==> src/sv/psr_pkg.sv <==
`default_nettype none

package psr_pkg;

  // Default sizes, handed to the top level parameters
  localparam int MAX_TAPS_DEF    = 64;
  localparam int PHASES_HALF_DEF = 32;

  // Most outputs produced per input sample
  localparam int MAX_RESULTS = 16;

  // Result queue depth
  localparam int OUTQ_DEPTH = 4;

  // Field widths
  localparam int SAMPLE_W = 24;
  localparam int COEF_W   = 18;
  localparam int PHASE_W  = 7;
  localparam int TAP_W    = 6;
  localparam int STEP_W   = 21;
  localparam int TAPS_W   = 7;
  localparam int TIME_W   = 32;
  localparam int PROD_W   = SAMPLE_W + COEF_W;

  // Q16.16 constants
  localparam int ONE_Q16  = 65536;
  localparam int HALF_Q16 = 32768;

  // Output limits, Q1.23
  localparam int OUT_MAX = 8388607;
  localparam int OUT_MIN = -8388608;

  // Reset values of the configuration registers
  localparam logic [STEP_W-1:0] STEP_RESET = STEP_W'(65536);
  localparam logic [TAPS_W-1:0] TAPS_RESET = TAPS_W'(64);

  // Configuration register indexes
  localparam logic CFG_STEP_RATIO  = 1'b0;
  localparam logic CFG_TAPS_IN_USE = 1'b1;

  typedef enum logic {
    CMD_COEF   = 1'b0,
    CMD_SAMPLE = 1'b1
  } cmd_kind_e;

  // One classified beat passed from front to back
  typedef struct packed {
    cmd_kind_e                  kind;
    logic signed [SAMPLE_W-1:0] sample;
    logic [PHASE_W-1:0]         phase;
    logic [TAP_W-1:0]           tap;
    logic signed [COEF_W-1:0]   value;
  } cmd_t;

  // One result beat
  typedef struct packed {
    logic signed [SAMPLE_W-1:0] sample;
    logic                       last;
  } res_t;

  // Configuration write
  typedef struct packed {
    logic               valid;
    logic               index;
    logic [STEP_W-1:0]  data;
  } cfg_wr_t;

endpackage

`default_nettype wire

==> src/sv/psr_front.sv <==
`default_nettype none

module psr_front #(
  parameter int MAX_TAPS    = psr_pkg::MAX_TAPS_DEF,
  parameter int PHASES_HALF = psr_pkg::PHASES_HALF_DEF
) (
  input  logic                               clk_i,
  input  logic                               rst_ni,
  input  logic                               push_i,
  output logic                               full_o,
  input  logic                               func_i,
  input  logic signed [psr_pkg::SAMPLE_W-1:0] sample_in_i,
  input  logic [psr_pkg::PHASE_W-1:0]        coef_phase_i,
  input  logic [psr_pkg::TAP_W-1:0]          coef_tap_i,
  input  logic signed [psr_pkg::COEF_W-1:0]  coef_value_i,
  output logic                               cmd_valid_o,
  output psr_pkg::cmd_t                      cmd_o,
  input  logic                               cmd_pop_i
);
  import psr_pkg::*;

  localparam int ROWS = 2 * PHASES_HALF + 1;

  cmd_t       q_mem [2];
  logic       wr_ptr_q, wr_ptr_d;
  logic       rd_ptr_q, rd_ptr_d;
  logic [1:0] cnt_q, cnt_d;
  logic       coef_ok;
  logic       accept;
  logic       keep;
  cmd_t       cmd_new;

  // Coefficient beats outside the table are taken and dropped here
  assign coef_ok = (32'(coef_phase_i) < 32'(ROWS)) && (32'(coef_tap_i) < 32'(MAX_TAPS));
  assign full_o  = (cnt_q == 2'd2);
  assign accept  = push_i && !full_o;
  assign keep    = accept && ((func_i == CMD_SAMPLE) || coef_ok);

  always_comb begin
    cmd_new.kind   = cmd_kind_e'(func_i);
    cmd_new.sample = sample_in_i;
    cmd_new.phase  = coef_phase_i;
    cmd_new.tap    = coef_tap_i;
    cmd_new.value  = coef_value_i;
  end

  always_comb begin
    wr_ptr_d = wr_ptr_q;
    rd_ptr_d = rd_ptr_q;
    cnt_d    = cnt_q;
    if (keep) begin
      wr_ptr_d = ~wr_ptr_q;
    end
    if (cmd_pop_i) begin
      rd_ptr_d = ~rd_ptr_q;
    end
    case ({keep, cmd_pop_i})
      2'b10:   cnt_d = cnt_q + 2'd1;
      2'b01:   cnt_d = cnt_q - 2'd1;
      default: cnt_d = cnt_q;
    endcase
  end

  always_ff @(posedge clk_i or negedge rst_ni) begin
    if (!rst_ni) begin
      wr_ptr_q <= 1'b0;
      rd_ptr_q <= 1'b0;
      cnt_q    <= 2'd0;
    end else begin
      wr_ptr_q <= wr_ptr_d;
      rd_ptr_q <= rd_ptr_d;
      cnt_q    <= cnt_d;
    end
  end

  always_ff @(posedge clk_i) begin
    if (keep) begin
      q_mem[wr_ptr_q] <= cmd_new;
    end
  end

  assign cmd_valid_o = (cnt_q != 2'd0);
  assign cmd_o       = q_mem[rd_ptr_q];

endmodule

`default_nettype wire

==> config.mk <==
export PLATFORM = sky130hd
export DESIGN_NAME = psr_front
export DESIGN_NICKNAME = d
export VERILOG_FILES = /design/src/sv/psr_pkg.sv /design/src/sv/psr_front.sv
export SDC_FILE = /design/constraint.sdc
export NUM_CORES = 1
export LEC_CHECK = 0
export CAP_MARGIN = 20
export CORE_AREA = 2 2 82 104
export CTS_CLUSTER_SIZE = 25
export DETAILED_ROUTE_END_ITERATION = 16
export DIE_AREA = 0 0 84 106
export DONT_BUFFER_PORTS = 1
export PLACE_DENSITY = 0.76
export SLEW_MARGIN = 20
export SYNTH_ARGS = -nofsm -noshare
export SYNTH_HDL_FRONTEND = slang
export SYNTH_SLANG_ARGS = --single-unit
==> constraint.sdc <==
create_clock -name clk_i -period 9.1 [get_ports clk_i]
set_input_delay 0.455 -clock clk_i [delete_from_list [all_inputs] [get_ports clk_i]]
set_output_delay 0.455 -clock clk_i [all_outputs]
set_load 0.02 [all_outputs]
---- Yosys cells after proc, flatten, opt, wreduce, memory -nomap -nowiden ----
Memory sizes are Yosys's and may differ from the RTL's.
Cells that the tools add are included.
Widths: inputs -> output; s select.
word-level totals
  flip-flop bits (word level) ............. 4
  bits in latches ......................... 0
  RAM bits ................................ 112
  ROM bits ................................ 0
  bits of input ports ..................... 60
  output and inout port bits .............. 58
  memories ................................ 1
memories
  name   words  bits a word  read ports  clocked after memory_dff  wr ports  line             text
  q_mem  2      56           1           0                         1         psr_front.sv:24  cmd_t q_mem [2];
operators by class
  $add $sub $neg .......................... 2
  multiply operators ...................... 0
  div/mod/pow operators ................... 0
  $lt $le $gt $ge ......................... 1
  equality and inequality tests ........... 3
  shifts and indexed selects .............. 0
  muxes and demuxes ....................... 3
  bitwise gates (word level) .............. 2
  reductions and logical operators ........ 6
operators by type and width
  cell                 count
  $lt 7x7->1 const B   1
  $eq 2x2->1 const B   2
  $pmux 2 s2           1
  $reduce_bool 2->1    2
  $add 2x1->2 const B  1
  $eq 2x1->1 const B   1
  $logic_and 1x1->1    2
  $mux 1               2
  $not 1->1            2
  $sub 2x1->2 const B  1
  $logic_not 1->1      1
  $logic_or 1x1->1     1

---- Depth between registers and ports, before layout ----
  word-level depth ........................ 6
  gate-level depth with buffers ........... 7

---- Worst setup path before layout ----
OpenSTA, ideal clock, no wires.
  kind .................................... input to register
  start ................................... input port coef_phase_i[5] (netlist name)
  end ..................................... memory q_mem[0][0] (netlist name) (enable)
  library setup time ...................... 0.470 ns
  arrival time ............................ 3.363 ns
  required time ........................... 8.630 ns
  slack ................................... 5.267 ns
  cell stages on the path ................. 3
  cell sequence ........................... o41ai_2 -> nand4b_2 -> nor2_1
between the ends
  word-level cells in the longest chain between the ends .. 5
ends and longest elaborated chain
  item                          line             text
  start: declaration            psr_front.sv:13  input logic [psr_pkg::PHASE_W-1:0] coef_phase_i,
  $lt 7x7->1                    psr_front.sv:34  assign coef_ok = (32'(coef_phase_i) < 32'(ROWS)) && (32'(coef_tap_i) < 32'(MAX_TAPS));
  $logic_or 1x1->1              psr_front.sv:37  assign keep = accept && ((func_i == CMD_SAMPLE) || coef_ok);
  $logic_and 1x1->1             psr_front.sv:37
  $mux 1                        psr_front.sv:77  if (keep) begin
  $mux 1 (not written as such)  psr_front.sv:78  q_mem[wr_ptr_q] <= cmd_new;
  end: declaration              psr_front.sv:24
No other way between the ends.

==> flow_summary_export.csv <==
group,metric,value,unit
global_routing,grt_use_total,16.4,%
floorplanning,ios,118,
detailed_routing,wl_per_cell,21.5,um
detailed_routing,finalWirelength,6.89,mm
timing,setup_viol,0,
worst_setup_path,critPathMaxStageDelay,0.57,ns
layout,fin_cells,321,
global_routing,gr-total-overflow,0,
floorplanning,chipWidth,84,um
timing,fin_setup_tns,0,ns
layout,drive_gt1_share,37.5,%
place,port_buffers,0,
timing,rsz0062_at_grt,"no",
logic_synthesis,synth.distinct_cells,16,
global_routing,grt_max_degree,57,
layout,area_delta_synth_final,14.5,%
place,pre_cts_ws,6.88,ns
floorplanning,die_y,106,um
detailed_routing,vias_per_cell,5.47,
detailed_routing,vias,1757,
place,dp_hpwl,4.29,mm
power_and_ir_drop,ir_worst_vdd,0.181,mV
layout,antenna_cells,0,
worst_setup_path,path_cells,"buf_4, mux2_2",
clocking,htree_levels,4,
place,dp.cells,288,
detailed_routing,drcViolationCount,0,
timing,hold_viol,0,
worst_setup_path,critPathSlowestCell,"buf_4",
run_status,outcome,"completed",
logic_synthesis,syn_area,4260,um2
worst_setup_path,worstSetupStartpoint,"rd_ptr_q$_DFFE_PN0P_",
power_and_ir_drop,leakage,1.61,nW
worst_setup_path,crit_fanout,50,
timing,maxSlewHeadroom,50.9,%
clocking,cts_tree,"built",
clocking,clockBufferDepth,2,
logic_synthesis,ys_seq_elements,116,
power_and_ir_drop,power_density,338,nW/um2
min_path,hold_path.startpoint,"coef_phase_i[3]",
layout,nNetsFinal,273,
global_routing,grt_pass1_wl,10.3,mm
clocking,holdBufCountCts,2,
global_routing,first_global_vias,1929,
global_routing,grt_antenna_before_repair,0,
timing,slew_violations,0,
timing,timing_worst_slew_pin_value,0.737,ns
worst_setup_path,crit_path_end_kind,"output pin",
floorplanning,rows,37,
clocking,clock-sinks,116,
place,gp_congestion,0.794,
logic_synthesis,syn_avg_cell_area,21.9,um2
layout,final_area,4870,um2
timing,min_period,2.52,ns
clocking,cts_buffers,17,
clocking,cts_resized,0,
worst_setup_path,crit_required,8.65,ns
clocking,clock_latency,0.51,ns
logic_synthesis,ys_seq_area_share,81.3,%
floorplanning,core_area,8010,um2
worst_setup_path,critPathLaunchType,"flop",
run,cap_viol_max_count,0,
detailed_routing,first_pass_iters,4,
worst_setup_path,reg2reg_slack,7.02,ns
logic_synthesis,syn_nets,255,
worst_setup_path,cp.arrival,2.06,ns
clocking,cts_root_buf,"clkbuf_8",
detailed_routing,drt-initial-drc-count,85,
timing,timing.fmax,397,MHz
worst_setup_path,crit_type,"flop to output pin",
worst_setup_path,r2r_start,"cnt_q[1]$_DFFE_PN0P_",
clocking,cts.reportedPaths.clkPinSlew,0.05,ns
place,place_area,4380,um2
floorplanning,die_area,8900,um2
detailed_routing,ant_nets,0,
min_path,holdCritPathClass,"input pin to flop",
timing,fin_ws,6.58,ns
logic_synthesis,synth_cells,194,
layout,seqCellArea,3460,um2
layout,fill_cells,581,
logic_synthesis,ys_warn_count,0,
floorplanning,start_util,53.2,%
timing,post-route-period-util,27.7,%
layout,multi_input_area,768,um2
timing,skew,0.00945,ns
clocking,post_cts_buffers,0,
-- cells by family (layout without fill, tap and decap cells) --
| family | Yosys count | in the layout | synth area share, % |
|---|---|---|---|
| flip-flops | 116 | 116 | 81.3 |
| multiplexers | 56 | 56 | 14.8 |
| AND/OR/NAND/NOR | 7 | 7 | 1.06 |
| buffers and inverters | 7 | 37 | 0.970 |
| XOR/XNOR | 5 | 5 | 1.03 |
| AO/OA/AOI/OAI | 2 | 2 | 0.500 |
| adder cells (fa/ha/maj) | 1 | 1 | 0.294 |
-- cells in the final DEF (no fill, tap or decap), drive strengths merged --
cell | netlist | routed
nand4b | 1 | 1
xnor2 | 3 | 3
dlygate4sd3 | 0 | 2
o21ai | 1 | 1
dfrtp | 4 | 4
clkbuf | 0 | 23
ha | 1 | 1
xor2 | 2 | 2
mux2 | 56 | 56
nor2 | 3 | 3
inv | 1 | 1
edfxtp | 112 | 112
o41ai | 1 | 1
clkinv | 0 | 8
nor2b | 2 | 2
or2 | 1 | 1
buf | 6 | 3
-- final cells by class --
type                    count  area share [%]
clock inverters             8           0.770
clock buffers              23            8.96
flip-flops and latches    116            71.1
well taps                  97            2.49
multi-input cells          71            15.8
inverters                   1          0.0770
repair buffers              5           0.873
-- worst paths after layout --
kind	endpoint	cells past startpoint
min	q_mem[1][27]$_DFFE_PP_	0
max	cmd_o[5]	2
max in group asynchronous	rd_ptr_q$_DFFE_PN0P_	1
min in group asynchronous	cnt_q[1]$_DFFE_PN0P_	1
min reg2reg	cnt_q[1]$_DFFE_PN0P_	1
max reg2reg	q_mem[1][42]$_DFFE_PP_	4
-- power breakdown --
group | internal, W | switching [W]
Sequential | 0.000688 | 0.0000303
Clock | 0.000326 | 0.000200
Combinational | 0.000132 | 0.000271
-- Yosys cell counts (all sizes together) --
master / count / area (um2)
buf: 6 / 37.5
dfrtp: 4 / 100
edfxtp: 112 / 3360
ha: 1 / 12.5
inv: 1 / 3.75
mux2: 56 / 631
nand4b: 1 / 15.0
nor2: 3 / 11.3
nor2b: 2 / 12.5
o21ai: 1 / 5.00
o41ai: 1 / 16.3
or2: 1 / 6.26
xnor2: 3 / 26.3
xor2: 2 / 17.5
-- through the flow --
step	power [W]	hold slack, ns	utilization [%]
after floorplan	0.00108	0.159	-
after global placement	0.00113	0.159	54.7
after detailed placement	0.00114	0.159	54.7
after CTS	0.00167	0.00935	60.9
after global routing	0.00171	0.00955	60.9
final	0.00165	0.0366	60.9
-- flip-flops by register name, summed over array words and instances (netlist names) --
register  flops
cnt_q         2
q_mem       112
rd_ptr_q      1
wr_ptr_q      1
-- critical path: cells and delay by family (launching register included) --
kind / cells / cell delay (ns)
flip-flops: 1 / 0.48
multiplexers: 1 / 0.49
buffers and inverters: 1 / 0.57
-- routing by layer --
layer  up-vias  GRT usage [%]  share of wire, %
li1        805              -                 -
met1       866           15.4                33
met2        73           27.9                56
met3        13           8.77               8.5
met4         0           10.0               2.3
met5         -              0                 0
Power figures use the tool's default switching activity.
