## src/sv/psr_pkg.sv

```systemverilog
`default_nettype none

package psr_pkg;

  // Default sizes, handed to the top level parameters
  localparam int MAX_TAPS_DEF    = 64;
  localparam int PHASES_HALF_DEF = 32;

  // Most outputs produced per input sample
  localparam int MAX_RESULTS = 16;

  // Result queue depth
  localparam int OUTQ_DEPTH = 4;

  // Field widths
  localparam int SAMPLE_W = 24;
  localparam int COEF_W   = 18;
  localparam int PHASE_W  = 7;
  localparam int TAP_W    = 6;
  localparam int STEP_W   = 21;
  localparam int TAPS_W   = 7;
  localparam int TIME_W   = 32;
  localparam int PROD_W   = SAMPLE_W + COEF_W;

  // Q16.16 constants
  localparam int ONE_Q16  = 65536;
  localparam int HALF_Q16 = 32768;

  // Output limits, Q1.23
  localparam int OUT_MAX = 8388607;
  localparam int OUT_MIN = -8388608;

  // Reset values of the configuration registers
  localparam logic [STEP_W-1:0] STEP_RESET = STEP_W'(65536);
  localparam logic [TAPS_W-1:0] TAPS_RESET = TAPS_W'(64);

  // Configuration register indexes
  localparam logic CFG_STEP_RATIO  = 1'b0;
  localparam logic CFG_TAPS_IN_USE = 1'b1;

  typedef enum logic {
    CMD_COEF   = 1'b0,
    CMD_SAMPLE = 1'b1
  } cmd_kind_e;

  // One classified beat passed from front to back
  typedef struct packed {
    cmd_kind_e                  kind;
    logic signed [SAMPLE_W-1:0] sample;
    logic [PHASE_W-1:0]         phase;
    logic [TAP_W-1:0]           tap;
    logic signed [COEF_W-1:0]   value;
  } cmd_t;

  // One result beat
  typedef struct packed {
    logic signed [SAMPLE_W-1:0] sample;
    logic                       last;
  } res_t;

  // Configuration write
  typedef struct packed {
    logic               valid;
    logic               index;
    logic [STEP_W-1:0]  data;
  } cfg_wr_t;

endpackage

`default_nettype wire

```

## src/sv/psr_outq.sv

```systemverilog
`default_nettype none

module psr_outq (
  input  logic          clk_i,
  input  logic          rst_ni,
  input  logic          push_i,
  input  psr_pkg::res_t data_i,
  output logic          full_o,
  output logic          empty_o,
  input  logic          pop_i,
  output psr_pkg::res_t data_o
);
  import psr_pkg::*;

  localparam int PTR_W = $clog2(OUTQ_DEPTH);
  localparam int CNT_W = $clog2(OUTQ_DEPTH + 1);

  res_t             mem [OUTQ_DEPTH];
  logic [PTR_W-1:0] wr_ptr_q, wr_ptr_d;
  logic [PTR_W-1:0] rd_ptr_q, rd_ptr_d;
  logic [CNT_W-1:0] cnt_q, cnt_d;
  logic             do_wr;
  logic             do_rd;

  assign full_o  = (32'(cnt_q) == OUTQ_DEPTH);
  assign empty_o = (cnt_q == '0);
  assign do_wr   = push_i && !full_o;
  assign do_rd   = pop_i && !empty_o;

  always_comb begin
    wr_ptr_d = wr_ptr_q;
    rd_ptr_d = rd_ptr_q;
    if (do_wr) begin
      wr_ptr_d = (32'(wr_ptr_q) == OUTQ_DEPTH - 1) ? '0 : wr_ptr_q + PTR_W'(1);
    end
    if (do_rd) begin
      rd_ptr_d = (32'(rd_ptr_q) == OUTQ_DEPTH - 1) ? '0 : rd_ptr_q + PTR_W'(1);
    end
    case ({do_wr, do_rd})
      2'b10:   cnt_d = cnt_q + CNT_W'(1);
      2'b01:   cnt_d = cnt_q - CNT_W'(1);
      default: cnt_d = cnt_q;
    endcase
  end

  always_ff @(posedge clk_i or negedge rst_ni) begin
    if (!rst_ni) begin
      wr_ptr_q <= '0;
      rd_ptr_q <= '0;
      cnt_q    <= '0;
    end else begin
      wr_ptr_q <= wr_ptr_d;
      rd_ptr_q <= rd_ptr_d;
      cnt_q    <= cnt_d;
    end
  end

  always_ff @(posedge clk_i) begin
    if (do_wr) begin
      mem[wr_ptr_q] <= data_i;
    end
  end

  assign data_o = mem[rd_ptr_q];

endmodule

`default_nettype wire

```

## config.mk

```make
export PLATFORM = sky130hd
export DESIGN_NAME = psr_outq
export DESIGN_NICKNAME = d
export VERILOG_FILES = /design/src/sv/psr_pkg.sv /design/src/sv/psr_outq.sv
export SDC_FILE = /design/constraint.sdc
export NUM_CORES = 1
export LEC_CHECK = 0
export ABC_CLOCK_PERIOD_IN_PS = 4200
export BUFFER_PORTS_ARGS = -buffer_cell sky130_fd_sc_hd__buf_2
export CORE_ASPECT_RATIO = 0.75
export CORE_MARGIN = 10
export CORE_UTILIZATION = 42
export DETAILED_ROUTE_END_ITERATION = 16
export PLACE_DENSITY = 0.69
export SLEW_MARGIN = 20
export SYNTH_ARGS = -nofsm -noshare
export SYNTH_HDL_FRONTEND = slang
export SYNTH_SLANG_ARGS = --single-unit
```

## constraint.sdc

```tcl
create_clock -name clk_i -period 4.2 [get_ports clk_i]
set_input_delay 0.42 -clock clk_i [delete_from_list [all_inputs] [get_ports clk_i]]
set_output_delay 0.42 -clock clk_i [all_outputs]
set_load 0.03 [all_outputs]
```

# [Word level (Yosys, flattened, before mapping)]
# Memory sizes are Yosys's and may differ from the RTL's.
# Index checks and enable logic that the tools add are counted.
[classes] addsub=4 n_eq_ne=5 mux=5 n_reduce_logical=6
[ops] operator="2-bit == test (second input constant)" n=3
[ops] operator="3-bit one-hot mux with 2 select lines" n=1
[ops] operator="2-bit by 1-bit adder with 2-bit output (second input constant)" n=2
[ops] operator="2-bit 2-to-1 mux" n=2
[ops] operator="3-bit by 1-bit adder with 3-bit output (second input constant)" n=1
[ops] operator="3-bit == test (second input constant)" n=1
[ops] operator="3-bit logical NOT" n=1
[ops] operator="3-bit by 1-bit subtractor with 3-bit output (second input constant)" n=1
[ops] operator="2-bit by 1-bit == test with 1-bit output (second input constant)" n=1
[ops] operator="1-bit logical AND" n=2
[ops] operator="1-bit logical NOT" n=2
[ops] operator="1-bit 2-to-1 mux" n=2
[ops] operator="2-bit nonzero test" n=1
[word_totals] regBits=7 ramBits=100 n_memories=1
[mem_list] name="mem" words=4 width=25 read_ports=1 rd_ports_with_merged_regs=0 write_ports=1 line="psr_outq.sv:18" text="res_t mem [OUTQ_DEPTH];"

# [Longest topological paths before layout]
[depth] depth_word=5 depth_mapped=9 depth_no_buf=9

# [Worst setup path before layout]
# OpenSTA, ideal clock, no wires.
[synth_timing] path_type="register to register" start="register cnt_q[0]" end="register cnt_q[2]" setup_time_ns=0.125 arrival_ns=2.183 setup_slack_ns=1.892 path_stages_with_launch=10 synth_period_minus_slack_ns=2.308 cell_sequence="dfrtp_1 -> nor3_1 -> nand2b_1 -> inv_1 -> ha_1 -> inv_1 -> fa_1 -> xor2_1 -> nor2_1 -> xor2_1"
[synth_between] elab_chain_len=5
[synth_rtl] element="start, declared" line="psr_outq.sv:21" text="logic [CNT_W-1:0] cnt_q, cnt_d;"
[synth_rtl] element="start signal, assigned" line="psr_outq.sv:54" text="cnt_q <= cnt_d;"
[synth_rtl] element="3-bit logical NOT *" line="psr_outq.sv:26" text="assign empty_o = (cnt_q == '0);"
[synth_rtl] element="net empty_o" line="psr_outq.sv:9" text="output logic empty_o,"
[synth_rtl] element="1-bit logical NOT *" line="psr_outq.sv:28" text="assign do_rd = pop_i && !empty_o;"
[synth_rtl] element="1-bit logical AND *" line="psr_outq.sv:28"
[synth_rtl] element="net do_rd" line="psr_outq.sv:23" text="logic do_rd;"
[synth_rtl] element="2-bit by 1-bit == test with 1-bit output or 2-bit == test (tied branches)" line="psr_outq.sv:39" text="case ({do_wr, do_rd})"
[synth_rtl] element="3-bit one-hot mux with 2 select lines or 2-bit nonzero test (tied branches)"
# The timed path passes the listed nets; every way through them passes the cells marked *.
# A chain may end at the register's enable or synchronous reset.

==> impl_metrics.py <==
metrics = {
    "synth": {
        "synth_compound_area_frac": 0,
        "synth_top_family_by_area": "multiplexers",
        "ys_seq_elements": 107,
        "synth-edff-count": 100,
        "synth_fa_ha_area_frac": 0.02316,
        "synth-main-ff-cell": "edfxtp_1",
        "syn_area_per_cell_sq_um": 24.01,
        "muxShareOfSynthArea": 0.1570,
        "yosysMostFrequentCell": "edfxtp_1",
        "async_reset_ff_frac": 0.06542,
        "yosysUniqueCellTypes": 20,
        "synth.largest_area_cell": "edfxtp_1",
        "syn-num-nets": 207,
        "yosysSeqAreaShare": 0.7742,
        "ys_warn_count": 0,
        "synth_top_area_frac": 0.7315,
        "synth-xor-area-share": 0.006400,
        "synth-simple-area-share": 0.01676,
        "yosys-top-cells-area": "edfxtp_1 73%, mux4_2 9.9%, mux4_1 4.5%",
        "syn_area_sq_mm": 0.004105,
        "synthTopCellsByCount": "100 x edfxtp_1, 18 x mux4_2, 7 x dfrtp_1, 7 x inv_1, 7 x mux4_1",
        "postSynthCellCount": 171,
    },
    "global_route": {
        "grt_use_total": 0.1043,
        "grt_pass1_vias": 2025,
        "grt_pass1_wl_mm": 11.22,
        "grt_max_degree": 29,
        "antenna_found_initial": 0,
        "gr-total-overflow": 0,
    },
    "worst_setup_path": {
        "required_ns": 3.78,
        "path_class": "reg2out",
        "reg2reg_slack_ns": 2.15,
        "reg2reg_from": "cnt_q[2]",
        "crit_arrival_ns": 2.13,
        "cp_top_family": "flip-flops",
        "crit_chain": "mux4_1, buf_2",
        "r2r_end": "mem[2][11]",
        "path_max_fanout": 28,
        "rr_worst_depth": 4,
        "end_kind": "output port",
        "critPathMaxStageDelay_ns": 0.93,
        "critPathBufInv": 1,
        "cpMaxStageDelayCell": "dfrtp_2",
        "startpoint_type": "flip-flop",
    },
    "clocking": {
        "cts_max_level": 3,
        "cts_max_path_buffers": 2,
        "clk_pin_slew_ns": 0.08,
        "clock_sinks": 107,
        "cts_tree": "done",
        "root_buffer": "clkbuf_16",
        "clk-insertion-delay-late_ns": 0.35,
        "cts_resized": 0,
        "post_cts_buffers": 0,
        "cts_made_buffers": 9,
        "cts_hold_buf": 1,
    },
    "power": {
        "irDropWorstVdd_v": 0.0003062,
        "power.density_mw_per_mm2": 736.1,
        "p_leak_nw": 1.719,
    },
    "floorplanning": {
        "die_y_microns": 105.6,
        "row_count": 31,
        "start_util": 0.4285,
        "core_sq_mm": 0.009580,
        "fp.dieW_microns": 134.2,
        "ios": 56,
        "die-area_sq_mm": 0.01417,
    },
    "route": {
        "remaining_drc_errors": 0,
        "wire_per_inst_microns": 19.09,
        "wl_mm": 7.139,
        "via_per_inst": 4.864,
        "vias": 1819,
        "ant_nets": 0,
        "firstDrtPassIters": 3,
        "drt_iter0_drc": 135,
    },
    "timing": {
        "final.setup.worst_slack_ns": 1.651,
        "final.setup.tns_ns": 0,
        "fin_crit_sh": 0.6068,
        "fin_worst_skew_ns": 0.006177,
        "slew_headroom": 0.4280,
        "maxSlewViolCount": 0,
        "fmax_mhz": 392.4,
        "rsz0062_at_grt": "false",
        "worstMarginPinSlew_ns": 0.8581,
        "fin_crit_ns": 2.549,
        "hold_ws_ns": 0.2834,
        "hold_violations": 0,
        "finalSetupViolations": 0,
    },
    "layout": {
        "area_growth_pct": 17.46,
        "drive_gt1_frac": 0.4174,
        "antennaDiodeCount": 0,
        "instances_no_fill": 374,
        "final_nets": 273,
    },
    "placement": {
        "placed_cells": 357,
        "place_congestion": 0.6580,
        "port_buffers": 55,
        "dp_hpwl_mm": 4.705,
        "place_ws_ns": 1.928,
    },
    "hold_path": {
        "hold_end": "mem[3][9]",
        "hold_depth": 1,
        "hp-start": "data_i[9]",
        "hold_class": "in2reg",
    },
    "status": {
        "status": "completed",
    },
    "flow_run": {
        "cap_violations": 0,
    },
}
-- area by class of cell --
type | instances | area (sq um)
well taps | 132 | 165.2
fillers | 786 | 4758
multi-input cells | 51 | 834.6
clock inverters | 7 | 68.82
flip-flops and latches | 107 | 3179
repair buffers | 61 | 322.8
clock buffers | 9 | 225.2
inverters | 7 | 26.28
-- power by group --
group	internal, mW	leakage [nW]	total [mW]	switching (mW)
Sequential	1.41	0.997	1.57	0.158
Combinational	0.464	0.584	1.16	0.700
Clock	0.418	0.138	0.813	0.395
-- flip-flops by register name (all words and copies together), names as in the netlist --
name      flops
rd_ptr_q      2
cnt_q         3
mem         100
wr_ptr_q      2
-- cells in the final DEF, fill, tap and decap left out --
cell | synthesis | final
nor2_1 | 3 | 3
clkbuf_16 | 0 | 9
inv_8 | 0 | 1
inv_1 | 7 | 7
buf_4 | 0 | 5
nor2b_2 | 1 | 1
ha_1 | 6 | 6
clkinvlp_4 | 0 | 2
nand2b_1 | 1 | 1
inv_6 | 0 | 3
edfxtp_1 | 100 | 100
dfrtp_1 | 7 | 6
dlygate4sd3_1 | 0 | 1
xor2_1 | 2 | 2
and2_1 | 4 | 4
mux2i_1 | 1 | 1
fa_1 | 1 | 1
mux2_2 | 4 | 4
mux4_2 | 18 | 18
dfrtp_2 | 0 | 1
nor3b_2 | 1 | 1
nor3_1 | 1 | 1
buf_2 | 3 | 55
clkinv_8 | 0 | 1
mux4_1 | 7 | 7
xnor2_1 | 1 | 1
-- per-layer routing --
metal / GRT usage / share of wire
met1: 0.1219 / 0.42
met2: 0.1676 / 0.49
met3: 0.05218 / 0.085
met4: 0.02791 / 0.0073
met5: 0 / 0
-- stage by stage --
step           power, mW    util  area, sq um
2_1_floorplan      2.479       -         4105
3_3_place_gp       2.775  0.4716         4518
3_5_place_dp       2.798  0.4716         4518
4_1_cts            3.605  0.5033         4822
5_1_grt            3.740  0.5033         4822
6_report           3.549  0.5033         4822
-- logic make-up after synthesis --
| family | count (synthesis) |
|---|---|
| DFF | 107 |
| xor gates and xnor gates | 3 |
| and+or+nand+nor | 11 |
| buffers and inverters | 13 |
| adders and majority gates | 7 |
| muxes | 30 |
-- how the worst max path moves through the flow --
stage / from / endpoint / slack (ns) / cells after the start
3_3_place_gp: rd_ptr_q[0] / data_o[5] / 1.95 / 2
6_report: rd_ptr_q[0] / data_o[4] / 1.65 / 2
5_1_grt: rd_ptr_q[0] / data_o[4] / 1.50 / 2
3_5_place_dp: rd_ptr_q[0] / data_o[4] / 1.93 / 2
4_1_cts: rd_ptr_q[0] / data_o[4] / 1.56 / 2
2_1_floorplan: cnt_q[0] / cnt_q[2] / 1.89 / 9
-- worst register-to-register path, delay by kind of cell (launching register included) --
family,cells,cell delay (ns)
and+or+nand+nor,3,0.97
DFF,1,0.40
buffers and inverters,1,0.36
Note: power is estimated with default switching activity, not from simulation.
